## config.mk

```make
export PLATFORM = sky130hd
export DESIGN_NAME = mfm_flux_interval_classifier
export DESIGN_NICKNAME = d
export VERILOG_FILES = /design/src/rtl/core/mfmfic_pkg.sv /design/src/rtl/core/mfm_flux_interval_classifier.sv /design/src/rtl/core/mfmfic_classify.sv
export VERILOG_INCLUDE_DIRS = /design/src /design/src/rtl/core
export SDC_FILE = /design/constraint.sdc
export NUM_CORES = 1
export LEC_CHECK = 0
export ABC_AREA = 1
export BUFFER_PORTS_ARGS = -buffer_cell sky130_fd_sc_hd__buf_2
export CAP_MARGIN = 10
export CORE_MARGIN = 2
export CORE_UTILIZATION = 63
export CTS_CLUSTER_DIAMETER = 100
export CTS_CLUSTER_SIZE = 28
export DETAILED_ROUTE_END_ITERATION = 7
export PLACE_DENSITY_LB_ADDON = 0.2
export REMOVE_ABC_BUFFERS = 1
export SLEW_MARGIN = 20
export SYNTH_ARGS = -nofsm -noshare
export SYNTH_HDL_FRONTEND = slang
export SYNTH_SLANG_ARGS = --single-unit
```

## constraint.sdc

```tcl
create_clock -name clk -period 6.5 [get_ports clk]
set_input_delay 1.3 -clock clk [delete_from_list [all_inputs] [get_ports clk]]
set_output_delay 1.3 -clock clk [all_outputs]
set_load 0.05 [all_outputs]
```

## src/rtl/core/mfm_flux_interval_classifier_macros.svh

```systemverilog
// assertion macros for the mfm flux interval classifier
// expects clk in the scope of each use, and rst too for MFMFIC_ASSERT
`ifndef MFM_FLUX_INTERVAL_CLASSIFIER_MACROS_SVH
`define MFM_FLUX_INTERVAL_CLASSIFIER_MACROS_SVH
`ifndef SYNTHESIS
`define MFMFIC_ASSERT(lbl, prop) \
  lbl: assert property (@(posedge clk) disable iff (rst) prop) \
    else $error("mfmfic assertion failed");
`define MFMFIC_ASSERT_ALWAYS(lbl, prop) \
  lbl: assert property (@(posedge clk) prop) \
    else $error("mfmfic assertion failed");
`else
`define MFMFIC_ASSERT(lbl, prop)
`define MFMFIC_ASSERT_ALWAYS(lbl, prop)
`endif
`endif

```

## src/rtl/core/mfmfic_pkg.sv

```systemverilog
// shared types and constants for the mfm flux interval classifier
// no dependencies
`default_nettype none
package mfmfic_pkg;

  localparam int IntervalW = 8;
  localparam int TargetW   = 20;
  localparam int TotalW    = 21;
  localparam int CellsW    = 3;
  localparam int CfgIdxW   = 2;

  localparam logic [CfgIdxW-1:0] REG_SHORT_LIMIT  = 2'd0;
  localparam logic [CfgIdxW-1:0] REG_LONG_LIMIT   = 2'd1;
  localparam logic [CfgIdxW-1:0] REG_TARGET_CELLS = 2'd2;

  localparam logic [IntervalW-1:0] SHORT_LIMIT_RST  = 8'd80;
  localparam logic [IntervalW-1:0] LONG_LIMIT_RST   = 8'd111;
  localparam logic [TargetW-1:0]   TARGET_CELLS_RST = 20'd111104;

  localparam logic [1:0] CODE_SHORT = 2'b01;
  localparam logic [1:0] CODE_MID   = 2'b10;
  localparam logic [1:0] CODE_LONG  = 2'b11;

  localparam logic [CellsW-1:0] CELLS_SHORT = 3'd2;
  localparam logic [CellsW-1:0] CELLS_MID   = 3'd3;
  localparam logic [CellsW-1:0] CELLS_LONG  = 3'd4;

  localparam logic [1:0] LAST_CODE_SLOT = 2'd3;

  localparam logic [7:0] END_MARKER = 8'h00;

  typedef struct packed {
    logic       data_en;
    logic       mark_en;
    logic [7:0] data_byte;
  } push_t;

endpackage
`default_nettype wire

```

## src/rtl/core/mfm_flux_interval_classifier.sv

```systemverilog
// top level of the mfm flux interval classifier: config registers and output stage
// depends on mfmfic_pkg, mfmfic_classify and the assertion macro header
//
// channel   dir  fields (low bit up)
// s_axis    in   tuser: req_type   tdata: interval[7:0]
// m_axis    out  tdata: out_byte[7:0]   tlast: last
// cfg       in   cfg_index selects short_limit, long_limit, target_cells
//
// one item per cycle in; a completed byte sits in the output register the cycle after its item
// input waits while the output register is full and not being taken
// a byte that ends the track is followed by its end marker from a second slot;
// input waits until that byte leaves the output register
// rst is synchronous: idle, limits and target back to their defaults
`default_nettype none
`include "mfm_flux_interval_classifier_macros.svh"
module mfm_flux_interval_classifier (
  input  wire logic                               clk,
  input  wire logic                               rst,
  input  wire logic                               cfg_we,
  input  wire logic [mfmfic_pkg::CfgIdxW-1:0]     cfg_index,
  input  wire logic [mfmfic_pkg::TargetW-1:0]     cfg_data,
  input  wire logic                               s_axis_tvalid,
  output      logic                               s_axis_tready,
  input  wire logic [mfmfic_pkg::IntervalW-1:0]   s_axis_tdata,   // interval
  input  wire logic                               s_axis_tuser,   // req_type
  output      logic                               m_axis_tvalid,
  input  wire logic                               m_axis_tready,
  output      logic [7:0]                         m_axis_tdata,   // out_byte
  output      logic                               m_axis_tlast
);
  import mfmfic_pkg::*;

  logic [IntervalW-1:0] short_limit;
  logic [IntervalW-1:0] long_limit;
  logic [TargetW-1:0]   target_cells;

  logic       out_valid;
  logic [7:0] out_byte;
  logic       out_last;
  logic       pend;
  logic       pop;
  logic       accept;
  push_t      push;

  always_ff @(posedge clk) begin
    if (rst) begin
      short_limit  <= SHORT_LIMIT_RST;
      long_limit   <= LONG_LIMIT_RST;
      target_cells <= TARGET_CELLS_RST;
    end else if (cfg_we) begin
      case (cfg_index)
        REG_SHORT_LIMIT:  short_limit  <= cfg_data[IntervalW-1:0];
        REG_LONG_LIMIT:   long_limit   <= cfg_data[IntervalW-1:0];
        REG_TARGET_CELLS: target_cells <= cfg_data;
        default: ;
      endcase
    end
  end

  assign pop           = out_valid && m_axis_tready;
  assign s_axis_tready = !pend && (!out_valid || m_axis_tready);
  assign accept        = s_axis_tvalid && s_axis_tready;

  mfmfic_classify u_classify (
    .clk          (clk),
    .rst          (rst),
    .accept       (accept),
    .req_type     (s_axis_tuser),
    .interval     (s_axis_tdata),
    .short_limit  (short_limit),
    .long_limit   (long_limit),
    .target_cells (target_cells),
    .push         (push)
  );

  always_ff @(posedge clk) begin
    if (rst) begin
      out_valid <= 1'b0;
      pend      <= 1'b0;
    end else if (push.data_en) begin
      out_valid <= 1'b1;
      pend      <= push.mark_en;
    end else if (pop) begin
      out_valid <= pend;
      pend      <= 1'b0;
    end
  end

  always_ff @(posedge clk) begin
    if (push.data_en) begin
      out_byte <= push.data_byte;
      out_last <= 1'b0;
    end else if (pop && pend) begin
      out_byte <= END_MARKER;
      out_last <= 1'b1;
    end
  end

  assign m_axis_tvalid = out_valid;
  assign m_axis_tdata  = out_byte;
  assign m_axis_tlast  = out_last;

  `MFMFIC_ASSERT(a_pend_behind_data, pend |-> out_valid && !out_last)
  `MFMFIC_ASSERT(a_push_has_room, push.data_en |-> !pend && (!out_valid || m_axis_tready))
  `MFMFIC_ASSERT_ALWAYS(a_reset_empty, $past(rst) |-> !out_valid && !pend)

endmodule
`default_nettype wire

```

## src/rtl/core/mfmfic_classify.sv

```systemverilog
// interval classification, code packing and cell counting
// depends on mfmfic_pkg and the assertion macro header
`default_nettype none
`include "mfm_flux_interval_classifier_macros.svh"
module mfmfic_classify (
  input  wire logic                                 clk,
  input  wire logic                                 rst,
  input  wire logic                                 accept,
  input  wire logic                                 req_type,
  input  wire logic [mfmfic_pkg::IntervalW-1:0]     interval,
  input  wire logic [mfmfic_pkg::IntervalW-1:0]     short_limit,
  input  wire logic [mfmfic_pkg::IntervalW-1:0]     long_limit,
  input  wire logic [mfmfic_pkg::TargetW-1:0]       target_cells,
  output mfmfic_pkg::push_t                         push
);
  import mfmfic_pkg::*;

  logic              active;
  logic [1:0]        code_count;
  logic [TotalW-1:0] cell_total;
  logic [7:0]        packed_codes;

  logic              start;
  logic              step;
  logic [1:0]        code;
  logic [CellsW-1:0] cells;
  logic [TotalW:0]   sum;
  logic [TotalW-1:0] cell_total_next;
  logic [7:0]        packed_codes_next;
  logic [TargetW-1:0] goal;
  logic              byte_done;
  logic              done;

  always_comb begin
    start = accept && !req_type;
    step  = accept && req_type && active;
    if (interval < short_limit) begin
      code  = CODE_SHORT;
      cells = CELLS_SHORT;
    end else if (interval > long_limit) begin
      code  = CODE_LONG;
      cells = CELLS_LONG;
    end else begin
      code  = CODE_MID;
      cells = CELLS_MID;
    end
    sum = {1'b0, cell_total} + (TotalW + 1)'(cells);
    cell_total_next = sum[TotalW] ? {TotalW{1'b1}} : sum[TotalW-1:0];
    packed_codes_next = {packed_codes[5:0], code};
    goal = (target_cells == '0) ? TargetW'(1) : target_cells;
    byte_done = (code_count == LAST_CODE_SLOT);
    done = byte_done && (cell_total_next >= {1'b0, goal});
    push.data_en   = step && byte_done;
    push.mark_en   = step && done;
    push.data_byte = packed_codes_next;
  end

  always_ff @(posedge clk) begin
    if (rst) begin
      active     <= 1'b0;
      code_count <= '0;
      cell_total <= '0;
    end else if (start) begin
      active     <= 1'b1;
      code_count <= '0;
      cell_total <= '0;
    end else if (step) begin
      code_count <= code_count + 2'd1;
      cell_total <= cell_total_next;
      if (done) begin
        active <= 1'b0;
      end
    end
  end

  always_ff @(posedge clk) begin
    if (start) begin
      packed_codes <= '0;
    end else if (step) begin
      packed_codes <= packed_codes_next;
    end
  end

  `MFMFIC_ASSERT(a_mark_with_data, push.mark_en |-> push.data_en)
  `MFMFIC_ASSERT(a_idle_after_mark, push.mark_en |=> !active)
  `MFMFIC_ASSERT(a_byte_on_fourth, push.data_en |-> code_count == LAST_CODE_SLOT && active)

endmodule
`default_nettype wire
```

# Word level (Yosys, flattened, before mapping)
# Index checks and enable logic that the tools add are counted.
word_totals:
  regBits: 77
  inputBits: 36
  output_inout_bits: 11
  elab_cells: 59
op_classes:
  addsub: 2
  magnitude_cmp: 3
  eq_ne: 3
  mux: 15
  reduce_logical: 25
op_table:
  columns: ["op", "n"]
  rows:
  - ["adder 21 x 3 -> 22 bit", 1]
  - [">= comparator 21 x 20 -> 1 bit", 1]
  - ["2-to-1 mux 21 bit", 1]
  - ["zero test 20 bit", 1]
  - ["2-to-1 mux 20 bit", 1]
  - ["2-to-1 mux 8 bit", 2]
  - ["logical AND 1 bit", 10]
  - ["> comparator 8 bit", 1]
  - ["< comparator 8 bit", 1]
  - ["2-to-1 mux 1 bit", 8]
  - ["AND reduction 2 bit", 4]
  - ["nonzero test 2 bit", 4]
  - ["2-to-1 mux 3 bit", 2]
  - ["== test 2 bit, second input constant", 2]
  - ["zero test 1 bit", 3]
  - ["adder 2 x 1 -> 2 bit, second input constant", 1]
  - ["== test 2 x 1 -> 1 bit, second input constant", 1]
  - ["zero test 2 bit", 1]
  - ["2-to-1 mux 2 bit", 1]
  - ["OR reduction 2 bit", 1]
  - ["logical OR 1 bit", 1]

# Longest topological paths before layout
logic_depth:
  depth_word: 10
  mapped_depth: 37
  ltp_nobuf: 37

# Cells and area by module
# Synthesis repeated with hierarchy kept, for this count alone.
hier_totals:
  cells_unflattened: 683
  hier_area_um2: 4692.0
modules_own_cells:
  columns: ["mod", "n_inst", "cells_each", "area_each_um2", "seq_area_each_um2"]
  rows:
  - ["mfmfic_classify", 1, 427, 2771.4, 600.6]
  - ["mfm_flux_interval_classifier", 1, 256, 1920.6, 1021.0]

# Least setup slack after synthesis
# No wires, ideal clock.
synth_path:
  kind: "input to register"
  start: "input port s_axis_tdata[1] (netlist bit)"
  end: "register u_classify.active"
  setup_ns: 0.114
  t_arrival_ns: 4.487
  required_ns: 6.386
  setup_slack_ns: 1.899
  path_stages: 31
  n_path_buf: 0
  path_cell_list: "ha_1 -> a21boi_0 -> o211ai_1 -> nand2_1 -> nand4_1 -> o211ai_1 -> nand2_1 -> inv_1 -> ha_1 -> nand2_1 -> a21oi_2 -> inv_2 -> nor3_2 -> nand2_1 -> xnor2_1 -> nor2_1 -> inv_1 -> ha_1 -> nand2_1 -> nor2_1 -> nand3_1 -> nor2_1 -> nor2_1 -> nand2_1 -> nand2_1 -> nand2_1 -> nand2_1 -> nand2_1 -> nand2_1 -> nand2_1 -> a21oi_2"
synth_between:
  elab_chain_cells: 9
  word_cells_on_any_way: 10
  classes_between: "1 x add/sub; 3 x order compare; 3 x mux; 3 x reduce/logical"
synth_lines:
  columns: ["element", "line_no", "text"]
  rows:
  - ["start, declared", "mfm_flux_interval_classifier.sv:24", "input wire logic [mfmfic_pkg::IntervalW-1:0] s_axis_tdata,"]
  - ["> comparator 8 bit", "mfmfic_classify.sv:40", "end else if (interval > long_limit) begin"]
  - ["2-to-1 mux 3 bit", "mfmfic_classify.sv:40", null]
  - ["2-to-1 mux 3 bit (*)", "mfmfic_classify.sv:37", "if (interval < short_limit) begin"]
  - ["adder 21 x 3 -> 22 bit (*)", "mfmfic_classify.sv:47", "sum = {1'b0, cell_total} + (TotalW + 1)'(cells);"]
  - ["2-to-1 mux 21 bit (*)", "mfmfic_classify.sv:48", "cell_total_next = sum[TotalW] ? {TotalW{1'b1}} : sum[TotalW-1:0];"]
  - ["via u_classify.cell_total_next[16]", "mfmfic_classify.sv:28", "logic [TotalW-1:0] cell_total_next;"]
  - [">= comparator 21 x 20 -> 1 bit (*)", "mfmfic_classify.sv:52", "done = byte_done && (cell_total_next >= {1'b0, goal});"]
  - ["logical AND 1 bit (*)", "mfmfic_classify.sv:52", null]
  - ["nonzero test 2 bit (no source line) (*)", null, null]
  - ["AND reduction 2 bit (no source line) (*)", null, null]
  - ["end signal, assigned", "mfmfic_classify.sv:60", "active <= 1'b0;"]
  - ["end signal, assigned", "mfmfic_classify.sv:64", "active <= 1'b1;"]
  - ["end signal, assigned", "mfmfic_classify.sv:71", "active <= 1'b0;"]
  - ["end, declared", "mfmfic_classify.sv:18", "logic active;"]
# The timed path passes the listed nets; every way through them passes the cells marked *.
# A chain may end at the register's enable or synchronous reset.

# Worst setup path after layout
layout_path:
  start: "input port s_axis_tdata[5] (netlist bit)"
  end: "register u_classify.active"
# The elaborated chain is that of the path after synthesis.

==> flow_summary.html <==
<table>
<tr><th>Metric</th><th>Value</th></tr>
<tr><th colspan="2">Setup path</th></tr>
<tr><td>CP Capture Type</td><td>flip-flop</td></tr>
<tr><td>Max incr delay on CP</td><td>0.32 ns</td></tr>
<tr><td>Kind of start point of the critical path</td><td>input pin</td></tr>
<tr><td>Data required time at the worst endpoint</td><td>6.75 ns</td></tr>
<tr><td>Endpoint of the worst register-to-register path</td><td>u_classify.active</td></tr>
<tr><td>Most prevalent standard cell on the critical path</td><td>nand2_1</td></tr>
<tr><td>Buffering stage count on the worst path with inverters included</td><td>4</td></tr>
<tr><td>Number of cells on the worst reg-to-reg path</td><td>31</td></tr>
<tr><td>Class of the most critical setup path</td><td>input pin to flip-flop</td></tr>
<tr><td>Worst-case register-to-register setup slack</td><td>2.11 ns</td></tr>
<tr><td>Crit. path cell count</td><td>31</td></tr>
<tr><td>Worst path arrival time</td><td>5.33 ns</td></tr>
<tr><td>Largest delay contributor family on the critical path</td><td>simple AND/OR/NAND/NOR gates</td></tr>
<tr><td>Start point of the critical path</td><td>s_axis_tdata[5]</td></tr>
<tr><td>Reg2reg start</td><td>long_limit[5]</td></tr>
<tr><td>Worst-path fanout max</td><td>7</td></tr>
<tr><td>Worst path slowest cell</td><td>ha_1</td></tr>
<tr><td>Capture point of the worst path</td><td>u_classify.active</td></tr>
<tr><th colspan="2">Synth</th></tr>
<tr><td>Largest cells by area after synthesis</td><td>dfxtp_1 32%, ha_1 11%, inv_1 9.6%</td></tr>
<tr><td>Avg Cell Area, Syn</td><td>7.26 um2</td></tr>
<tr><td>Warnings from Yosys</td><td>0</td></tr>
<tr><td>Total standard cell area after synthesis</td><td>4310 um2</td></tr>
<tr><td>Area share of the largest cell type after synthesis</td><td>0.320</td></tr>
<tr><td>Syn Inst Count</td><td>594</td></tr>
<tr><td>Most common flop cell mapped by yosys</td><td>dfxtp_1</td></tr>
<tr><td>Dominant cell type by area after synthesis</td><td>dfxtp_1</td></tr>
<tr><td>Number of register bits inferred by synthesis</td><td>77</td></tr>
<tr><td>Post-synth cell types</td><td>38</td></tr>
<tr><td>Sequential area share after synthesis</td><td>0.376</td></tr>
<tr><td>Share of flip-flops with an asynchronous set or reset after synthesis</td><td>0</td></tr>
<tr><td>Number of flops mapped to enable cells by yosys</td><td>8</td></tr>
<tr><th colspan="2">Power and ir drop</th></tr>
<tr><td>Cell-internal power</td><td>837 uW</td></tr>
<tr><td>Sequential fraction of design power</td><td>0.451</td></tr>
<tr><td>Leakage</td><td>0.00243 uW</td></tr>
<tr><td>Post-layout total power</td><td>1110 uW</td></tr>
<tr><td>Fraction of power spent switching nets</td><td>0.248</td></tr>
<tr><td>Net Sw Power</td><td>276 uW</td></tr>
<tr><td>Power density over cell area</td><td>229 nW/um2</td></tr>
<tr><td>Highest ir drop seen on vdd</td><td>0.000164 V</td></tr>
<tr><td>Clk pwr share</td><td>0.438</td></tr>
<tr><td>Portion of total power attributed to combinational logic</td><td>0.111</td></tr>
<tr><th colspan="2">Die</th></tr>
<tr><td>Floorplan die width</td><td>86.8 um</td></tr>
<tr><td>Area enclosed by the die boundary</td><td>7530 um2</td></tr>
<tr><td>Core area</td><td>6720 um2</td></tr>
<tr><td>Initial standard-cell utilization of the core</td><td>0.642</td></tr>
<tr><td>Number of primary I/O pins</td><td>47</td></tr>
<tr><td>Standard-cell rows</td><td>30</td></tr>
<tr><td>Vertical extent of the die</td><td>86.8 um</td></tr>
<tr><th colspan="2">Clock tree</th></tr>
<tr><td>TritonCTS clock tree</td><td>yes</td></tr>
<tr><td>Clock buffers created by TritonCTS</td><td>9</td></tr>
<tr><td>Num Clock Sinks</td><td>77</td></tr>
<tr><td>Cell chosen for the clock root</td><td>clkbuf_8</td></tr>
<tr><td>Post-CTS sizing</td><td>0</td></tr>
<tr><td>Clock latency on the worst-skew pair</td><td>0.35 ns</td></tr>
<tr><td>Clock transition time at the flip-flop clock pins of the worst setup and hold paths</td><td>0.08 ns</td></tr>
<tr><td>CTS H-tree lvls</td><td>3</td></tr>
<tr><td>Post-CTS Hold Fix Bufs</td><td>0</td></tr>
<tr><td>Clk buf depth</td><td>2</td></tr>
<tr><td>Setup fix buffers added after clock tree synthesis</td><td>0</td></tr>
<tr><th colspan="2">STA</th></tr>
<tr><td>Crit share post-route</td><td>0.782</td></tr>
<tr><td>Fin Setup TNS</td><td>0 ns</td></tr>
<tr><td>Final setup viols</td><td>0</td></tr>
<tr><td>Time the worst path needs with I/O delays and setup</td><td>5.08 ns</td></tr>
<tr><td>Fmax achieved</td><td>197 MHz</td></tr>
<tr><td>Transition at the pin with the smallest max-transition slack</td><td>1.06 ns</td></tr>
<tr><td>Final max-slew violation count</td><td>0</td></tr>
<tr><td>Fin Clk Skew</td><td>0.00799 ns</td></tr>
<tr><td>Worst slew margin relative to its limit</td><td>0.290</td></tr>
<tr><td>Hold Vio Cnt, Final</td><td>0</td></tr>
<tr><td>Unrepaired setup endpoints after global routing</td><td>no</td></tr>
<tr><th colspan="2">Placed design</th></tr>
<tr><td>Post-DP HPWL</td><td>7320 um</td></tr>
<tr><td>Cell area after placement</td><td>4600 um2</td></tr>
<tr><td>Placed cells</td><td>707</td></tr>
<tr><td>Weighted congestion at the end of routability-driven global placement</td><td>0.912</td></tr>
<tr><td>Number of buffer cells added on primary ports</td><td>46</td></tr>
<tr><th colspan="2">Final layout</th></tr>
<tr><td>Finished Cell Area</td><td>4860 um2</td></tr>
<tr><td>Final #Nets</td><td>714</td></tr>
<tr><td>Antenna Diode Count</td><td>0</td></tr>
<tr><td>Filler cell count</td><td>566</td></tr>
<tr><td>Post-Route Utilization</td><td>0.724</td></tr>
<tr><td>Fraction of final layout cells sized beyond drive strength 1</td><td>0.132</td></tr>
<tr><td>Synthesis-to-layout area growth</td><td>12.8%</td></tr>
<tr><td>Number of cells in the finished layout apart from fillers</td><td>723</td></tr>
<tr><th colspan="2">Global routing</th></tr>
<tr><td>Number of antenna violations at the first check in global routing</td><td>0</td></tr>
<tr><td>Overflow left after global routing</td><td>0</td></tr>
<tr><td>Total track usage</td><td>0.280</td></tr>
<tr><td>Global-route wire length before repair</td><td>16800 um</td></tr>
<tr><td>Vias in the first global route</td><td>3835</td></tr>
<tr><td>Pin count of the biggest net entering global routing</td><td>41</td></tr>
<tr><th colspan="2">Outcome</th></tr>
<tr><td>Run status</td><td>complete, but fails checks</td></tr>
<tr><td>Violations in the final reports</td><td>design-rule violations</td></tr>
<tr><th colspan="2">Job</th></tr>
<tr><td>Reported max-cap violation count</td><td>0</td></tr>
<tr><th colspan="2">Detailed routing</th></tr>
<tr><td>Via-per-instance ratio</td><td>5.42</td></tr>
<tr><td>Wire length per cell</td><td>13.6 um</td></tr>
<tr><td>Drt initial violations</td><td>251</td></tr>
<tr><td>Total wire length after detailed routing</td><td>9840 um</td></tr>
<tr><td>First drt pass iteration count</td><td>8</td></tr>
<tr><td>Number of DRC violations after detailed routing</td><td>1</td></tr>
<tr><td>Count of antenna-violating nets left after detailed routing</td><td>0</td></tr>
<tr><td>Overall via count from detail_route</td><td>3921</td></tr>
<tr><th colspan="2">Min path</th></tr>
<tr><td>Class of the tightest hold or removal check</td><td>flip-flop to flip-flop</td></tr>
</table>
worst register-to-register path: cells and delay by family (launching register included):
kind                       cells  cell delay [ns]
AOI/OAI and AO/OA              5             0.76
xor gates and xnor gates       1             0.18
adders and majority gates      4             1.02
buffers and inverters          4             0.38
DFF                            1             0.32
and+or+nand+nor               17             1.64
layout make-up:
type                    instances  area, um2  share of cell area
well taps                      80        100              0.0206
clock buffers                   9        124              0.0255
flip-flops and latches         77       1620               0.333
repair buffers                 48        245              0.0504
clock inverters                 7        145              0.0298
multi-input cells             387       2200               0.452
inverters                     115        432              0.0887
placed cells by master, fill, tap and decap left out, types with 2 or more instances in the layout:
master / n
inv_1: 110
clkinv_1: 2
o211ai_1: 16
xor2_1: 3
o21ai_0: 46
inv_6: 2
buf_4: 2
edfxtp_1: 8
nand2_2: 2
a21oi_2: 2
inv_2: 3
nand4_1: 8
nor2_2: 6
nand2_1: 104
nor3_1: 3
ha_1: 39
nand3_1: 22
bufinv_16: 4
clkbuf_8: 9
o21ai_1: 10
dfxtp_1: 69
nor3_2: 3
nand3_2: 2
buf_2: 46
nor2_1: 49
xnor2_1: 2
a21oi_1: 57
synth_stat cells (6+ instances only):
library cell	number
nor2_2	6
clkbuf_1	11
nand2_1	104
nand3_1	22
inv_1	110
o211ai_1	16
o21ai_0	46
dfxtp_1	69
ha_1	39
nor2_1	49
edfxtp_1	8
o21ai_1	10
a21oi_1	57
nand4_1	8
flip-flops by register name, indices dropped and copies added (netlist names):
| register | count |
|---|---|
| u_classify.code_count | 2 |
| long_limit | 8 |
| m_axis_tdata | 8 |
| u_classify.packed_codes | 6 |
| m_axis_tvalid | 1 |
| u_classify.active | 1 |
| pend | 1 |
| short_limit | 8 |
| u_classify.cell_total | 21 |
| m_axis_tlast | 1 |
| target_cells | 20 |
power groups by stage:
| stage | Clock (uW) | Combinational (uW) | Sequential (uW) |
|---|---|---|---|
| floorplan | 0 | 80.2 | 512 |
| global placement | 0 | 114 | 513 |
| detailed placement | 0 | 120 | 514 |
| CTS | 490 | 122 | 503 |
| global route | 506 | 143 | 505 |
| finish | 488 | 123 | 503 |
how the worst min path moves through the flow:
| stage | endpoint | start | cells after the start | slack, ns |
|---|---|---|---|---|
| finish | m_axis_tlast | m_axis_tlast | 2 | 0.45 |
| global route | short_limit[3] | short_limit[3] | 2 | 0.48 |
| CTS | m_axis_tlast | m_axis_tlast | 2 | 0.45 |
| detailed placement | m_axis_tlast | m_axis_tlast | 2 | 0.44 |
| global placement | m_axis_tlast | m_axis_tlast | 2 | 0.44 |
| floorplan | target_cells[0] | target_cells[0] | 2 | 0.43 |
stage by stage:
stage	worst slack (ns)	hold slack, ns
floorplan	1.90	0.431
global placement	1.21	0.437
detailed placement	1.14	0.440
CTS	1.49	0.452
global route	0.945	0.476
finish	1.42	0.448
metal layers:
| layer | wire length, um | global-route usage |
|---|---|---|
| met5 | 0 | 0 |
| met4 | 183 | 0.112 |
| met3 | 461 | 0.0448 |
| met2 | 4720 | 0.475 |
| met1 | 4470 | 0.354 |
cells by family after synthesis:
logic type                 count (synthesis)  share of synthesized area
buffers and inverters                    130                      0.115
xor gates and xnor gates                   5                     0.0102
and+or+nand+nor                          205                      0.207
DFF                                       77                      0.376
AOI/OAI and AO/OA                        137                      0.174
adders and majority gates                 40                      0.118
(Power assumes the default switching activity.)
